[config.mk]
export PLATFORM = sky130hd
export DESIGN_NAME = rmmst_minmax
export DESIGN_NICKNAME = d
export VERILOG_FILES = /design/src/hdl/rmmst_minmax.sv
export SDC_FILE = /design/constraint.sdc
export NUM_CORES = 1
export LEC_CHECK = 0
export BUFFER_PORTS_ARGS = -buffer_cell sky130_fd_sc_hd__buf_2
export CAP_MARGIN = 25
export CORE_MARGIN = 4
export CORE_UTILIZATION = 39
export DETAILED_ROUTE_END_ITERATION = 8
export PLACE_DENSITY_LB_ADDON = 0.08
export SLEW_MARGIN = 30
export SYNTH_ARGS = -nofsm -noshare
export SYNTH_HDL_FRONTEND = slang
export SYNTH_SLANG_ARGS = --single-unit
[constraint.sdc]
create_clock -name vclk -period 2.6
set_input_delay 0.39 -clock vclk [all_inputs]
set_output_delay 0.39 -clock vclk [all_outputs]
set_load 0.02 [all_outputs]
[src/hdl/rmmst_minmax.sv]
// Shared compare unit: merges two (min, max) key pairs into one.
// Keys are sign-flipped values, so plain unsigned order is signed order.
`timescale 1ns / 1ps
`default_nettype none

module rmmst_minmax #(
  parameter int WIDTH = 32
) (
  input  logic [WIDTH-1:0] a_min,
  input  logic [WIDTH-1:0] a_max,
  input  logic [WIDTH-1:0] b_min,
  input  logic [WIDTH-1:0] b_max,
  output logic [WIDTH-1:0] lo,
  output logic [WIDTH-1:0] hi
);

  assign lo = (a_min < b_min) ? a_min : b_min;
  assign hi = (a_max > b_max) ? a_max : b_max;

endmodule

`default_nettype wire

**Word level (Yosys, flattened, before mapping)**

Index checks and enable logic that the tools add are counted.

- Register bits: 0
- Input bits: 128
- Output and inout bits: 64
- Word-level logic and storage cells: 4

- Magnitude comparators: 2
- Mux-type cells: 2

Operators by type and width:

| kind | count |
|---|---|
| $mux 32 | 2 |
| $gt 32x32->1 | 1 |
| $lt 32x32->1 | 1 |

**Longest topological paths before layout**

- Word-level depth: 2
- Depth in mapped cells: 10
- Mapped depth without buffers: 9

**Worst setup path after synthesis**

OpenSTA, ideal clock, no wires.

- Path type: input to output
- Start point: input b_max[31]
- End point: output hi[10]
- Data arrival time: 2.257 ns
- Required time: 2.210 ns
- Setup slack: -0.047 ns
- Cell stages on the path: 8
- Path buffers: 1
- Cells stage by stage: inv_1 ha_1 nand4_1 nor4_2 nor4b_2 a2bb2oi_2 buf_6 mux2_4

- Word-level cells in the longest chain between the ends: 2

Ends and longest elaborated chain:

| what | line | RTL |
|---|---|---|
| start, declared | 12 | `input logic [WIDTH-1:0] b_max,` |
| $gt 32x32->1 | 18 | `assign hi = (a_max > b_max) ? a_max : b_max;` |
| $mux 32 | 18 |  |
| end, declared | 14 | `output logic [WIDTH-1:0] hi` |

Every way passes these cells.

**Worst setup path in the final report**

- Start point: input b_max[23]
- End point: output hi[3]

Same word-level chain as after synthesis.

==> results.md <==
Die:
- The die covers slightly above 0.008 mm^2.
- The core box area is 0.00646 mm^2.
- The starting density of the core is 40.8%.
- The chip width is 90.2 um.
- The placement row count is 29.
- The die is 90.2 um tall.
- approximately 190 I/O pins were placed.

Cells and area:
- The layout clock buffer count is 0.
- The design has 0 sequential cells.
- After routing the design area is 0.00516 mm^2.
- In the final layout, the share of cells above drive strength 1 is 69.2%.
- The filler cell count in the final layout is roughly 400.
- The sequential cell area is 0 um^2.
- The final core utilization is 79.9%.
- The growth of design area from synthesis to finish is 95.8%.
- The filler-free cell count of the finished design is 600.
- The total inserted antenna cells is 0.
- The final-stage net count is 716.

Logic synthesis:
- After synthesis, flip-flops and latches occupy 0% of the total area.
- The mean instance size in the synthesized netlist is just over 9 um^2.
- The count of warnings emitted by yosys is 0.
- The post-synth design cell area is between 0.002 and 0.003 mm^2.
- The number of different library cells used by synthesis comes to 31.
- The number of nets in the synthesized netlist is between 400 and 500.
- Synthesis handed over a netlist of between 200 and 300 instances.

Critical path:
- The cell family contributing the most delay on the critical path is simple AND/OR/NAND/NOR gates.
- The signal on the critical path passes through buf_8 -> inv_4 -> ha_4 -> nand4_1 -> nor4_2 -> nor4b_4 -> a2bb2oi_4 -> buf_12 -> buf_12 -> buf_12 -> mux2_4 -> buf_6.
- By startpoint and endpoint, the worst setup path is classified as in -> out.
- The worst setup path is captured at an output port.
- Along the worst path, the maximum fanout reaches 7.
- The type of element launching the critical path is a primary input.
- The standard cell with the maximum stage delay on the critical path is sky130_fd_sc_hd__nor4_2.
- The most used cell along the critical path is sky130_fd_sc_hd__buf_12.
- For this run, the slowest stage of the critical path takes about 360 ps.
- Data arrives at the worst endpoint at approximately 2600 ps.
- Counting both buffers and inverters, the worst setup path holds a total of 6.
- The critical path data required time is 2210 ps.

Detailed routing:
- Using the TritonRoute via totals, the vias-per-cell ratio works out to 5.14.
- In the final routing, the length of wire on met1 measures 3.86 mm.
- For this run, the detailed router's first-pass iteration total came to 7.
- The first routing iteration left slightly above 70 violations.
- The number of design rule violations left after detail routing is 0.
- Summed over all layers, the routed wires come to 10.6 mm.
- The highest signal layer in the routed design is met4.
- Detailed routing placed a total of about 520 um of wire on met3.
- The routed design uses 6.10 mm of met2 wire.
- After detailed routing, the average wire length per cell comes to 17.6 um.
- The final route contains 3085 vias.
- The count of nets left with antenna violations once routing finished came out at 0.

Timing:
- The worst pin sits at a relative slew slack of 75.8%.
- The setup violation total in the final timing report is 64.
- In the post-route analysis, the smallest setup slack over all paths is -402 ps.
- The setup TNS after final layout is -19930 ps.
- The count of endpoints failing hold in the final timing report is 0.
- The max-slew violation total from the final report is 0.
- Static timing analysis puts the maximum clock frequency at 333 MHz.
- The final critical-path share of the clock period is 115%.
- Setup repair after global routing could not meet its margin everywhere.
- The final critical path time including I/O delays and setup is 3000 ps.
- The pin slew with the least headroom to its limit is 360 ps.

Placement:
- The standard cell area after detailed placement is approximately 0.0039 mm^2.
- The quantity of I/O buffers inserted on ports is around 190.
- The cell count after placement is 586.
- Once detailed placement completed, the half-perimeter wirelength came to 6.95 mm.
- Timing analysis after detailed placement gives a worst setup slack of -429 ps.
- The congestion estimate from routability-driven global placement came to 0.813.

Status:
- The checks that failed: setup timing.
- The flow ran to the end, but the final reports show violations.

Global route:
- The global-route wire length before repair is 16.1 mm.
- The leftover overflow at the end of global routing is 0.
- In the global route stage, overall resource usage came out at 23.2%.
- The initial antenna violation count was 0.
- The via count of the first global-routing pass is 3412.
- Entering global routing, the biggest net connects 14 pins.

Power:
- The ratio of total power to cell area is 270 mW/mm^2.
- The reported leakage power is about 2.8 nW.
- VDD sags by at most 163 uV.

Hold path:
- In this run the worst hold path is classified as in -> out.
- Along the worst hold path, the cell count comes to 3.
- The worst hold path terminates at hi[22].
- The start point of the worst min-delay path is b_max[22].

Flow run:
- The number of max-cap violations is 0.
==> logic make-up after synthesis <==
logic type	after synthesis	share of synthesized area, %
simple gates	44	9.59
fa+ha+maj	63	29.9
buf+inv	70	12.1
mux	64	35.9
compound gates	50	12.5
==> tightest hold or removal path: cells and delay by family <==
| kind | cells | cell delay, ps |
|---|---|---|
| buffers and inverters | 2 | 180 |
| muxes | 1 | 130 |
==> layout make-up <==
cell class / instances / area (um^2) / area share (%)
inverters: 64 / 255 / 4.95
multi-input cells: 221 / 2730 / 52.9
well taps: 77 / 96.3 / 1.87
repair buffers: 238 / 2080 / 40.3
==> cell usage in the layout, fill, tap and decap left out, types with 4 or more instances in the layout <==
| cell type | Yosys | routed |
|---|---|---|
| sky130_fd_sc_hd__a21o_1 | 10 | 10 |
| sky130_fd_sc_hd__a21oi_1 | 22 | 19 |
| sky130_fd_sc_hd__buf_12 | 0 | 6 |
| sky130_fd_sc_hd__buf_16 | 0 | 4 |
| sky130_fd_sc_hd__buf_2 | 0 | 102 |
| sky130_fd_sc_hd__buf_4 | 0 | 32 |
| sky130_fd_sc_hd__buf_6 | 3 | 86 |
| sky130_fd_sc_hd__buf_8 | 3 | 7 |
| sky130_fd_sc_hd__ha_1 | 63 | 41 |
| sky130_fd_sc_hd__ha_4 | 0 | 22 |
| sky130_fd_sc_hd__inv_1 | 64 | 47 |
| sky130_fd_sc_hd__inv_2 | 0 | 11 |
| sky130_fd_sc_hd__inv_4 | 0 | 6 |
| sky130_fd_sc_hd__mux2_4 | 60 | 62 |
| sky130_fd_sc_hd__nand2_1 | 11 | 10 |
| sky130_fd_sc_hd__nand3_1 | 5 | 4 |
| sky130_fd_sc_hd__nand4_1 | 10 | 10 |
| sky130_fd_sc_hd__nor2_1 | 5 | 5 |
| sky130_fd_sc_hd__o21ai_0 | 7 | 4 |
==> layer usage <==
metal | vias up | track usage [%]
met4 | 0 | 1.40
met5 | - | 0
met3 | 8 | 3.09
li1 | 1516 | -
met1 | 1450 | 24.2
met2 | 111 | 49.8
==> timing repair <==
action                     in CTS  in global routing
setup buffers                  11                  1
setup endpoints to repair      64                 64
gates resized for setup       189                 61
hold buffers                    0                  0
cloned                          6                  1
pin swaps                      16                 13
==> through the flow <==
step / hold slack [ps] / power, mW
2_1_floorplan: 939 / 0.634
3_3_place_gp: 1140 / 0.953
3_5_place_dp: 1140 / 0.970
4_1_cts: 1090 / 1.31
5_1_grt: 1100 / 1.48
6_report: 1090 / 1.39
==> where the power goes <==
group	leakage, nW	internal (mW)	switching, mW
combinational	2.84	0.796	0.596
sequential	0	0	0
clock	0	0	0
total	2.84	0.796	0.596
==> synthesized netlist by cell type, types with 3 or more instances <==
library cell	instances	area share [%]
sky130_fd_sc_hd__buf_8	3	1.7
sky130_fd_sc_hd__mux2_2	4	1.7
sky130_fd_sc_hd__buf_6	3	1.3
sky130_fd_sc_hd__mux2_4	60	34
sky130_fd_sc_hd__a221oi_1	3	1.0
sky130_fd_sc_hd__ha_1	63	30
sky130_fd_sc_hd__nand3_1	5	0.95
sky130_fd_sc_hd__nand2_1	11	1.6
sky130_fd_sc_hd__a21oi_1	22	4.2
sky130_fd_sc_hd__o21ai_0	7	1.3
sky130_fd_sc_hd__inv_1	64	9.1
sky130_fd_sc_hd__nand4_1	10	2.4
sky130_fd_sc_hd__a21o_1	10	2.8
sky130_fd_sc_hd__nor2_1	5	0.71
==> how the worst max path moves through the flow <==
stage                          from      to  slack, ps  cells past startpoint
final                     b_max[23]   hi[3]       -400                     12
after global routing      b_max[23]   hi[2]       -500                     12
after CTS                 a_max[19]  hi[19]       -320                     11
after detailed placement  b_max[31]  hi[17]       -430                     11
after global placement    a_max[21]  hi[31]       -360                     12
after floorplan           b_max[27]  hi[10]          3                      8
Power figures use the tool's default switching activity.
